**src/hw/rtl/alte_pkg.sv**
```systemverilog
// Shared types and constants for the array list table engine.
package alte_pkg;

    // Fixed field widths
    localparam int CMD_W  = 3;
    localparam int VAL_W  = 32;
    localparam int POS_W  = 10;
    localparam int IDX_W  = 11;
    localparam int STAT_W = 3;

    // Command codes
    typedef enum logic [CMD_W-1:0] {
        OP_APPEND  = 3'd0,
        OP_REPLACE = 3'd1,
        OP_DELETE  = 3'd2,
        OP_FIND    = 3'd3,
        OP_INSERT  = 3'd4,
        OP_MAX     = 3'd5,
        OP_READ    = 3'd6
    } t_op;

    // Result status codes
    typedef enum logic [STAT_W-1:0] {
        STAT_OK        = 3'd0,
        STAT_NOT_FOUND = 3'd1,
        STAT_FULL      = 3'd2,
        STAT_EMPTY     = 3'd3,
        STAT_BAD_POS   = 3'd4
    } t_status;

    // Controller states
    typedef enum logic [2:0] {
        S_IDLE,
        S_DECODE,
        S_SCAN,
        S_SHIFT_DN,
        S_SHIFT_UP,
        S_READ
    } t_state;

    // Read address source
    typedef enum logic [1:0] {
        RD_PTR,
        RD_PTR_M1,
        RD_POS
    } t_rd_sel;

    // Write address and data source
    typedef enum logic [2:0] {
        WR_TAIL,
        WR_MATCH,
        WR_DN,
        WR_UP,
        WR_POS
    } t_wr_sel;

    // Walk pointer update
    typedef enum logic [2:0] {
        PTR_HOLD,
        PTR_ZERO,
        PTR_COUNT,
        PTR_MATCH_P1,
        PTR_INC,
        PTR_DEC
    } t_ptr_op;

    // Entry count update
    typedef enum logic [1:0] {
        CNT_HOLD,
        CNT_INC,
        CNT_DEC
    } t_cnt_op;

    // Result index source
    typedef enum logic [2:0] {
        IDX_NONE,
        IDX_NEW_COUNT,
        IDX_RD,
        IDX_MATCH,
        IDX_POS
    } t_idx_sel;

    // Result data source
    typedef enum logic [1:0] {
        DAT_NONE,
        DAT_MAX,
        DAT_RD
    } t_dat_sel;

    // Commands from controller to datapath
    typedef struct packed {
        logic     load;
        logic     rd_en;
        t_rd_sel  rd_sel;
        logic     wr_en;
        t_wr_sel  wr_sel;
        t_ptr_op  ptr_op;
        t_cnt_op  cnt_op;
        logic     save_match;
        logic     max_en;
        logic     finish;
        t_status  status;
        t_idx_sel idx_sel;
        t_dat_sel dat_sel;
    } t_ctl;

    // Status from datapath to controller
    typedef struct packed {
        logic full;
        logic empty;
        logic pos_bad;
        logic match;
        logic rd_vld;
        logic scan_more;
        logic up_more;
    } t_stat;

endpackage

```
**src/hw/rtl/alte_ctrl.sv**
```systemverilog
// Command sequencer for the array list table engine.
module alte_ctrl
    import alte_pkg::*;
(
    input  logic             i_clk,
    input  logic             i_rst_n,
    input  logic             i_start,
    input  logic [CMD_W-1:0] i_command,
    input  t_stat            i_stat,
    output logic             o_busy,
    output t_ctl             o_ctl
);

    t_state           r_state;
    t_state           n_state;
    logic [CMD_W-1:0] r_op;

    logic             walk_done;
    logic             up_done;

    assign walk_done = !i_stat.scan_more && !i_stat.rd_vld;
    assign up_done   = !i_stat.up_more && !i_stat.rd_vld;

    // State register
    always_ff @(posedge i_clk) begin
        if (!i_rst_n) begin
            r_state <= S_IDLE;
        end else begin
            r_state <= n_state;
        end
    end

    // Hold the command of the accepted item
    always_ff @(posedge i_clk) begin
        if (o_ctl.load) begin
            r_op <= i_command;
        end
    end

    // Next state
    always_comb begin
        n_state = r_state;
        unique case (r_state)
            S_IDLE: begin
                if (i_start) begin
                    n_state = S_DECODE;
                end
            end
            S_DECODE: begin
                unique case (r_op) inside
                    OP_REPLACE, OP_DELETE, OP_FIND, OP_MAX: begin
                        n_state = i_stat.empty ? S_IDLE : S_SCAN;
                    end
                    OP_INSERT: begin
                        n_state = (i_stat.full || i_stat.pos_bad) ? S_IDLE : S_SHIFT_UP;
                    end
                    OP_READ: begin
                        n_state = i_stat.pos_bad ? S_IDLE : S_READ;
                    end
                    default: begin
                        n_state = S_IDLE;
                    end
                endcase
            end
            S_SCAN: begin
                if (r_op == OP_MAX) begin
                    if (walk_done) begin
                        n_state = S_IDLE;
                    end
                end else if (i_stat.match) begin
                    n_state = (r_op == OP_DELETE) ? S_SHIFT_DN : S_IDLE;
                end else if (walk_done) begin
                    n_state = S_IDLE;
                end
            end
            S_SHIFT_DN: begin
                if (walk_done) begin
                    n_state = S_IDLE;
                end
            end
            S_SHIFT_UP: begin
                if (up_done) begin
                    n_state = S_IDLE;
                end
            end
            S_READ: begin
                n_state = S_IDLE;
            end
            default: begin
                n_state = S_IDLE;
            end
        endcase
    end

    // Datapath commands
    always_comb begin
        o_busy           = (r_state != S_IDLE);
        o_ctl.load       = 1'b0;
        o_ctl.rd_en      = 1'b0;
        o_ctl.rd_sel     = RD_PTR;
        o_ctl.wr_en      = 1'b0;
        o_ctl.wr_sel     = WR_TAIL;
        o_ctl.ptr_op     = PTR_HOLD;
        o_ctl.cnt_op     = CNT_HOLD;
        o_ctl.save_match = 1'b0;
        o_ctl.max_en     = 1'b0;
        o_ctl.finish     = 1'b0;
        o_ctl.status     = STAT_OK;
        o_ctl.idx_sel    = IDX_NONE;
        o_ctl.dat_sel    = DAT_NONE;
        unique case (r_state)
            S_IDLE: begin
                o_ctl.load = i_start;
            end
            S_DECODE: begin
                unique case (r_op) inside
                    OP_APPEND: begin
                        o_ctl.finish = 1'b1;
                        if (i_stat.full) begin
                            o_ctl.status = STAT_FULL;
                        end else begin
                            o_ctl.wr_en   = 1'b1;
                            o_ctl.wr_sel  = WR_TAIL;
                            o_ctl.cnt_op  = CNT_INC;
                            o_ctl.idx_sel = IDX_NEW_COUNT;
                        end
                    end
                    OP_REPLACE, OP_DELETE, OP_FIND: begin
                        if (i_stat.empty) begin
                            o_ctl.finish = 1'b1;
                            o_ctl.status = STAT_NOT_FOUND;
                        end else begin
                            o_ctl.ptr_op = PTR_ZERO;
                        end
                    end
                    OP_MAX: begin
                        if (i_stat.empty) begin
                            o_ctl.finish = 1'b1;
                            o_ctl.status = STAT_EMPTY;
                        end else begin
                            o_ctl.ptr_op = PTR_ZERO;
                        end
                    end
                    OP_INSERT: begin
                        if (i_stat.full) begin
                            o_ctl.finish = 1'b1;
                            o_ctl.status = STAT_FULL;
                        end else if (i_stat.pos_bad) begin
                            o_ctl.finish = 1'b1;
                            o_ctl.status = STAT_BAD_POS;
                        end else begin
                            o_ctl.ptr_op = PTR_COUNT;
                        end
                    end
                    OP_READ: begin
                        if (i_stat.pos_bad) begin
                            o_ctl.finish = 1'b1;
                            o_ctl.status = STAT_BAD_POS;
                        end else begin
                            o_ctl.rd_en  = 1'b1;
                            o_ctl.rd_sel = RD_POS;
                        end
                    end
                    default: begin
                        o_ctl.finish = 1'b1;
                    end
                endcase
            end
            S_SCAN: begin
                if (r_op == OP_MAX) begin
                    // Walk every entry, keep the running maximum
                    o_ctl.max_en = 1'b1;
                    if (i_stat.scan_more) begin
                        o_ctl.rd_en  = 1'b1;
                        o_ctl.ptr_op = PTR_INC;
                    end
                    if (walk_done) begin
                        o_ctl.finish  = 1'b1;
                        o_ctl.dat_sel = DAT_MAX;
                    end
                end else if (i_stat.match) begin
                    // Stop at the first match
                    if (r_op == OP_DELETE) begin
                        o_ctl.save_match = 1'b1;
                        o_ctl.ptr_op     = PTR_MATCH_P1;
                    end else begin
                        o_ctl.finish  = 1'b1;
                        o_ctl.idx_sel = IDX_RD;
                        if (r_op == OP_REPLACE) begin
                            o_ctl.wr_en  = 1'b1;
                            o_ctl.wr_sel = WR_MATCH;
                        end
                    end
                end else if (i_stat.scan_more) begin
                    o_ctl.rd_en  = 1'b1;
                    o_ctl.ptr_op = PTR_INC;
                end else if (!i_stat.rd_vld) begin
                    o_ctl.finish = 1'b1;
                    o_ctl.status = STAT_NOT_FOUND;
                end
            end
            S_SHIFT_DN: begin
                // Move each later entry down by one
                if (i_stat.rd_vld) begin
                    o_ctl.wr_en  = 1'b1;
                    o_ctl.wr_sel = WR_DN;
                end
                if (i_stat.scan_more) begin
                    o_ctl.rd_en  = 1'b1;
                    o_ctl.ptr_op = PTR_INC;
                end
                if (walk_done) begin
                    o_ctl.finish  = 1'b1;
                    o_ctl.cnt_op  = CNT_DEC;
                    o_ctl.idx_sel = IDX_MATCH;
                end
            end
            S_SHIFT_UP: begin
                // Move entries up by one from the tail, then drop the value in
                if (i_stat.rd_vld) begin
                    o_ctl.wr_en  = 1'b1;
                    o_ctl.wr_sel = WR_UP;
                end
                if (i_stat.up_more) begin
                    o_ctl.rd_en  = 1'b1;
                    o_ctl.rd_sel = RD_PTR_M1;
                    o_ctl.ptr_op = PTR_DEC;
                end
                if (up_done) begin
                    o_ctl.wr_en   = 1'b1;
                    o_ctl.wr_sel  = WR_POS;
                    o_ctl.cnt_op  = CNT_INC;
                    o_ctl.finish  = 1'b1;
                    o_ctl.idx_sel = IDX_POS;
                end
            end
            S_READ: begin
                o_ctl.finish  = 1'b1;
                o_ctl.idx_sel = IDX_POS;
                o_ctl.dat_sel = DAT_RD;
            end
            default: begin
                o_busy = 1'b1;
            end
        endcase
    end

endmodule

```
**config.mk**
```make
export PLATFORM = sky130hd
export DESIGN_NAME = alte_ctrl
export DESIGN_NICKNAME = d
export VERILOG_FILES = /design/src/hw/rtl/alte_pkg.sv /design/src/hw/rtl/alte_ctrl.sv
export SDC_FILE = /design/constraint.sdc
export NUM_CORES = 1
export LEC_CHECK = 0
export BUFFER_PORTS_ARGS = -buffer_cell sky130_fd_sc_hd__buf_2
export CAP_MARGIN = 0
export CORE_UTILIZATION = 38
export DETAILED_ROUTE_END_ITERATION = 8
export PLACE_DENSITY = 0.71
export SYNTH_ARGS = -nofsm -noshare
export SYNTH_HDL_FRONTEND = slang
export SYNTH_SLANG_ARGS = --single-unit
```
**constraint.sdc**
```tcl
create_clock -name i_clk -period 1.6 [get_ports i_clk]
set_input_delay 0.24 -clock i_clk [delete_from_list [all_inputs] [get_ports i_clk]]
set_output_delay 0.24 -clock i_clk [all_outputs]
set_load 0.05 [all_outputs]
```
==> results of run 1 <==
==> logic make-up after synthesis <==
kind of cell | count (synthesis) | share of synthesized area
and+or+nand+nor | 50 | 0.446
buffers and inverters | 9 | 0.0734
AOI/OAI and AO/OA | 22 | 0.249
DFF | 6 | 0.232
==> through the flow <==
stage / hold slack (ns) / area (um^2) / TNS [ns]
2_1_floorplan: 0.339 / 813 / -1.24
3_3_place_gp: 0.418 / 1220 / -1.91
3_5_place_dp: 0.418 / 1220 / -2.36
==> flow_metrics.py, run 1 <==
metrics = {
    "status": {
        "status": "stopped before the end",
        "lastStage": "clock tree synthesis (4_1_cts)",
        "stop_error": "[ERROR DPL-0038] Utilization greater than 100%, impossible to legalize",
    },
    "placement": {
        "placedCellCount": 169,
        "dp_hpwl_um": 1910,
        "globalplace.congestion": 0.878,
        "port-buffer-count": 37,
        "dpl_worst_slack_ns": -0.282,
    },
    "logic_synthesis": {
        "synth_commonest_cells": "nor2_1, nand2_1, nor3_1",
        "yosysTopAreaCell": "edfxtp_1",
        "ys_seq_elements": 6,
        "synth_area_um2": 648,
        "ys_seq_area_frac": 0.232,
        "synth.distinct_cells": 39,
        "synth_edf_count": 3,
        "synth_top_area_share": 0.139,
        "yosys_warnings": 0,
        "yosys-top-cells-area": "edfxtp_1, dfxtp_1, nor2_1",
        "syn-num-nets": 100,
        "async_flop_share": 0,
        "avgSynthCellArea_um2": 7.45,
        "synth_ff_type": "edfxtp_1",
        "synthCells": 87,
        "yosysMostFrequentCell": "nor2_1",
    },
    "clock_tree": {
        "cts_hold_buffers": 0,
        "htree_levels": 1,
        "postCtsSetupBuffers": 10,
        "cts_buffer_depth": 2,
        "cts_resized": 84,
        "cts-root-buf": "clkbuf_4",
        "clock-sinks": 6,
        "cts_buffers": 3,
    },
    "die": {
        "fp.dieH_um": 43.3,
        "start_util": 0.420,
        "rows": 14,
        "die_x_um": 43.3,
        "num_io_pins": 38,
    },
}
==> run 2: changes to the inputs <==
--- a/config.mk
+++ b/config.mk
@@ -7,9 +7,10 @@
 export LEC_CHECK = 0
 export BUFFER_PORTS_ARGS = -buffer_cell sky130_fd_sc_hd__buf_2
 export CAP_MARGIN = 0
-export CORE_UTILIZATION = 38
+export CORE_AREA = 2 2 63 65
 export DETAILED_ROUTE_END_ITERATION = 8
-export PLACE_DENSITY = 0.71
+export DIE_AREA = 0 0 65 67
+export PLACE_DENSITY_LB_ADDON = 0.15
 export SYNTH_ARGS = -nofsm -noshare
 export SYNTH_HDL_FRONTEND = slang
 export SYNTH_SLANG_ARGS = --single-unit
==> constraint.sdc (replaced) <==
create_clock -name i_clk -period 2.1 [get_ports i_clk]
set_input_delay 0.315 -clock i_clk [delete_from_list [all_inputs] [get_ports i_clk]]
set_output_delay 0.315 -clock i_clk [all_outputs]
set_load 0.05 [all_outputs]
==> flow_metrics.py, run 2 <==
metrics = {
    "setup_path": {
        "worstSetupPathType": "reg2out",
        "required_ns": 1.78,
        "timing.rr.end": "r_state[0]",
        "r2r_start": "r_op[0]",
        "r2r.worst_path.cells": 5,
        "start_kind": "register",
        "cp.arrival_ns": 1.85,
        "crit_path_end_kind": "output pin",
        "rrSetupSlack_ns": 0.65,
        "worstPathMaxFanout": 3,
    },
    "logic_synthesis": {
        "yosys_warnings": 0,
        "synthCells": 87,
        "yosysMostFrequentCell": "nor2_1",
        "synth_area_um2": 648,
        "ys_seq_elements": 6,
        "yosys-top-cells-area": "edfxtp_1, dfxtp_1, nor2_1",
        "avgSynthCellArea_um2": 7.45,
        "async_flop_share": 0,
        "yosysTopAreaCell": "edfxtp_1",
        "synth_commonest_cells": "nor2_1, nand2_1, nor3_1",
        "syn-num-nets": 100,
        "ys_seq_area_frac": 0.232,
        "synth.distinct_cells": 39,
        "synth_top_area_share": 0.139,
        "synth_edf_count": 3,
        "synth_ff_type": "edfxtp_1",
    },
    "detailed_routing": {
        "wl_met1_um": 1060,
        "drt_wl_total_um": 2350,
        "wl_per_cell_um": 12.5,
        "top_layer": "met4",
        "ant_nets": 0,
        "drt_iter0_markers": 20,
        "wl_met3_um": 99,
        "met2_length_um": 1160,
        "dr.pass1.iters": 4,
        "drc": 0,
        "viasPerCell": 4.49,
        "num_vias": 844,
    },
    "finish": {
        "nNetsFinal": 154,
        "reg.largest.list": "r_op x3, r_state x3",
        "drive_gt1_frac": 0.579,
        "final_cell_mix": "buf_2, buf_4, nand2_1, nor2_1, inv_1",
        "final_common_cell": "buf_2",
        "diodes": 0,
        "stdcell_count": 188,
        "area_growth_syn_to_layout_pct": 75.5,
        "utilization": 0.315,
    },
    "grt": {
        "grt_antenna_before_repair": 0,
        "grt_max_degree": 15,
        "track_usage": 0.104,
        "grt_pass1_vias": 771,
        "grt-ovfl-total": 0,
        "grt_pass1_wl_um": 3490,
    },
    "die": {
        "core-area_um2": 3610,
        "start_util": 0.180,
        "die_area_um2": 4360,
        "die_x_um": 65,
        "rows": 22,
        "num_io_pins": 38,
        "fp.dieH_um": 67,
    },
    "power_and_ir_drop": {
        "p_leak_nw": 0.561,
        "power_w": 0.000533,
        "ir_drop_mv": 0.202,
        "power_density_nw_per_um2": 469,
    },
    "timing": {
        "setup_violations": 1,
        "final-hold-violation-count": 0,
        "min_period_over_period": 1.03,
        "slew_viol_final": 0,
        "slew-limit-headroom": 0.785,
        "skew_ns": 0.00161,
        "worst_pin_slew_ns": 0.318,
        "finalSetupTns_ns": -0.0682,
        "rsz0062_at_grt": "true",
        "worst_slack_ns": -0.0682,
        "max_freq_ghz": 0.461,
        "fin_crit_ns": 2.17,
    },
    "clock_tree": {
        "cts-root-buf": "clkbuf_8",
        "cts_buffers": 3,
        "clock-sinks": 6,
        "cts_hold_buffers": 0,
        "path_clk_slew_ns": 0.04,
        "cts_tree": "done",
        "cts_buffer_depth": 2,
        "htree_levels": 1,
        "clk_latency_ns": 0.22,
    },
    "status": {
        "violations": "setup timing",
        "status": "finished, violations left",
    },
    "worst_hold_path": {
        "hold_class": "in2reg",
        "hp-start": "i_command[0]",
        "min_to": "r_op[0]",
        "min_path_cells": 1,
    },
    "flow_run": {
        "maxCapViolCount": 0,
    },
    "placement": {
        "globalplace.congestion": 0.870,
        "placedCellCount": 179,
        "dp_hpwl_um": 1890,
        "dpl_worst_slack_ns": 0.0986,
        "port-buffer-count": 37,
    },
}
-- run 2: cell families after synthesis --
logic type / after synthesis / synth area share
compound gates: 22 / 0.249
buf+inv: 9 / 0.0734
flops: 6 / 0.232
simple gates: 50 / 0.446
-- run 2: repair_timing --
item	in CTS	in global routing
resized for setup	7	14
pin swaps	4	5
cloned	0	0
buffers inserted	3	2
endpoints found under the setup margin	7	9
-- run 2: worst max-delay path by stage --
| stage | start | end | slack (ns) |
|---|---|---|---|
| floorplan | r_state[0] | o_ctl[14] | -0.09 |
| global placement | r_op[2] | o_ctl[8] | 0.12 |
| detailed placement | r_op[2] | o_ctl[8] | 0.1 |
| CTS | r_op[0] | o_ctl[8] | -0.07 |
| global route | r_op[0] | o_ctl[8] | -0.11 |
| finish | r_op[0] | o_ctl[8] | -0.07 |
-- run 2: critical path: stages (launching register included) --
cell and delay (ns):
edfxtp_1 0.39, or3b_4 0.44, nor2_4 0.12, nor3_2 0.04
or4_4 0.48, buf_8 0.17
-- run 2: power breakdown --
group	leakage, nW	total (W)	switching, W	internal [W]
Clock	0.0228	0.000177	0.0000463	0.000130
Combinational	0.485	0.000218	0.000130	0.0000879
Sequential	0.0532	0.000139	0.00000556	0.000133
Total	0.561	0.000533	0.000182	0.000351
-- run 2: per-stage QoR --
stage	hold WS (ns)	cell area, um^2
3_3_place_gp	0.499	991
2_1_floorplan	0.414	692
3_5_place_dp	0.502	991
6_report	0.275	1140
4_1_cts	0.277	1080
5_1_grt	0.271	1140
-- run 2: cell type report --
| class | count | area (um^2) |
|---|---|---|
| Fill cell | 394 | 2470 |
| Sequential cell | 6 | 150 |
| Clock buffer | 4 | 45.0 |
| Multi-Input combinational cell | 72 | 526 |
| Timing Repair Buffer | 53 | 338 |
| Tap cell | 48 | 60.1 |
| Inverter | 5 | 18.8 |
-- run 2: metal layers --
layer | global-route usage | up-vias
met2 | 0.179 | 28
met1 | 0.131 | 390
met4 | 0.0239 | 0
met5 | 0 | -
li1 | - | 422
met3 | 0.0236 | 4
Note: power is estimated with default switching activity, not from simulation.
==> run 3: changes to the inputs <==
--- a/config.mk
+++ b/config.mk
@@ -14,3 +14,4 @@
 export SYNTH_ARGS = -nofsm -noshare
 export SYNTH_HDL_FRONTEND = slang
 export SYNTH_SLANG_ARGS = --single-unit
+export TNS_END_PERCENT = 50
==> constraint.sdc (replaced) <==
create_clock -name i_clk -period 1.9 [get_ports i_clk]
set_input_delay 0.285 -clock i_clk [delete_from_list [all_inputs] [get_ports i_clk]]
set_output_delay 0.285 -clock i_clk [all_outputs]
set_load 0.05 [all_outputs]
==> flow_metrics.py, run 3 (synthesized netlist as in run 2, its figures left out) <==
metrics = {
    "detailed_routing": {
        "drt_wl_total_um": 2490,
        "dr.pass1.iters": 4,
        "viasPerCell": 4.25,
        "ant_nets": 0,
        "wl_per_cell_um": 12.5,
        "drc": 0,
        "drt_iter0_markers": 33,
        "num_vias": 850,
    },
    "finish": {
        "seq_area_um2": 153,
        "multiInputGateArea_um2": 584,
        "nNetsFinal": 166,
        "reg.largest.list": "r_op x3, r_state x3",
        "final_common_cell": "buf_4",
        "area_growth_syn_to_layout_pct": 111,
        "drive_gt1_frac": 0.684,
        "utilization": 0.379,
        "diodes": 0,
        "final_cell_mix": "buf_4, buf_2, buf_6, nand2_1",
        "fill_cells": 399,
    },
    "setup_path": {
        "r2r_start": "r_op[0]",
        "cp.arrival_ns": 1.83,
        "crit_path_end_kind": "output pin",
        "cpPeakStageDelay_ns": 0.48,
        "timing.critical_path.buf_inv": 1,
        "start_kind": "register",
        "worstPathMaxFanout": 4,
        "worstSetupPathType": "reg2out",
        "crit_family": "simple AND/OR/NAND/NOR gates",
        "rrSetupSlack_ns": 0.35,
        "crit_chain": "or3b_4, nor2_2, nor3_1, or4_4, buf_8",
        "cp_slowest_cell": "or4_4",
        "required_ns": 1.62,
        "crit_start": "r_op[0]",
    },
    "die": {
        "num_io_pins": 38,
        "die_x_um": 65,
        "core-area_um2": 3610,
        "die_area_um2": 4360,
        "start_util": 0.180,
        "fp.dieH_um": 67,
        "rows": 22,
    },
    "timing": {
        "fin_crit_ns": 2.12,
        "rsz0062_at_grt": "true",
        "worst_pin_slew_ns": 0.304,
        "slew-limit-headroom": 0.794,
        "slew_viol_final": 0,
        "skew_ns": 0.000841,
        "max_freq_ghz": 0.473,
        "worst_slack_ns": -0.216,
        "setup_violations": 5,
        "final-hold-violation-count": 0,
        "min_period_over_period": 1.11,
    },
    "power_and_ir_drop": {
        "p_leak_nw": 0.666,
        "ir_drop_mv": 0.245,
        "power_density_nw_per_um2": 467,
    },
    "placement": {
        "dpl_worst_slack_ns": -0.0848,
        "dp_hpwl_um": 1970,
        "port-buffer-count": 37,
        "globalplace.congestion": 0.857,
    },
    "grt": {
        "grt_max_degree": 15,
        "track_usage": 0.117,
        "grt_pass1_vias": 904,
        "grt_pass1_wl_um": 4020,
        "grt_antenna_before_repair": 0,
        "grt-ovfl-total": 0,
    },
    "clock_tree": {
        "clk_latency_ns": 0.22,
        "cts-root-buf": "clkbuf_8",
        "path_clk_slew_ns": 0.04,
        "cts_hold_buffers": 0,
        "htree_levels": 1,
        "clock-sinks": 6,
        "cts_buffer_depth": 2,
        "cts_tree": "done",
        "cts_buffers": 3,
    },
    "worst_hold_path": {
        "hp-start": "i_command[2]",
        "hold_class": "in2reg",
    },
    "status": {
        "status": "finished, violations left",
        "violations": "setup timing",
    },
    "flow_run": {
        "maxCapViolCount": 0,
    },
}
run 3: routing by layer:
metal,vias to the layer above,track usage,routed length [um]
met5,-,0,0
met4,0,0.0160,0
met3,0,0.0304,85
met2,16,0.206,1310
met1,392,0.145,1100
li1,442,-,-
run 3: cell type report:
| cell class | count | share of cell area |
|---|---|---|
| clock buffers | 4 | 0.0330 |
| inverters | 5 | 0.0137 |
| multi-input cells | 72 | 0.428 |
| flip-flops and latches | 6 | 0.112 |
| well taps | 48 | 0.0440 |
| repair buffers | 65 | 0.370 |
run 3: power by group:
group / switching [W] / internal, W / total (W)
Clock: 0.0000515 / 0.000144 / 0.000195
Combinational: 0.000161 / 0.000128 / 0.000288
Sequential: 0.00000676 / 0.000147 / 0.000154
Total: 0.000219 / 0.000419 / 0.000638
run 3: final timing paths:
path              cells after the start         end
setup / recovery                      5    o_ctl[8]
hold / removal                        1     r_op[2]
setup reg to reg                      5  r_state[2]
hold reg to reg                       4  r_state[0]
run 3: metrics by stage:
step / instance area [um^2] / instances / total power, W / hold WS (ns) / TNS [ns]
floorplan: 688 / 87 / 0.000303 / 0.384 / -1.62
detailed placement: 1080 / 191 / 0.000388 / 0.466 / -0.0848
global route: 1370 / 200 / 0.000679 / 0.243 / -1.37
global placement: 1080 / 191 / 0.000387 / 0.463 / -0.0862
CTS: 1260 / 198 / 0.000623 / 0.240 / -0.538
finish: 1370 / 200 / 0.000638 / 0.244 / -0.540
run 3: repair_timing:
item | CTS | global route
gates resized for setup | 34 | 30
pin swaps | 6 | 6
setup buffers | 3 | 2
setup endpoints to repair | 15 | 17
run 3: worst reg2reg max path: stages (launching register included):
cell	delay [ns]
edfxtp_1	0.41
or3b_4	0.41
buf_4	0.15
buf_6	0.12
o32ai_1	0.25
and2_1	0.15
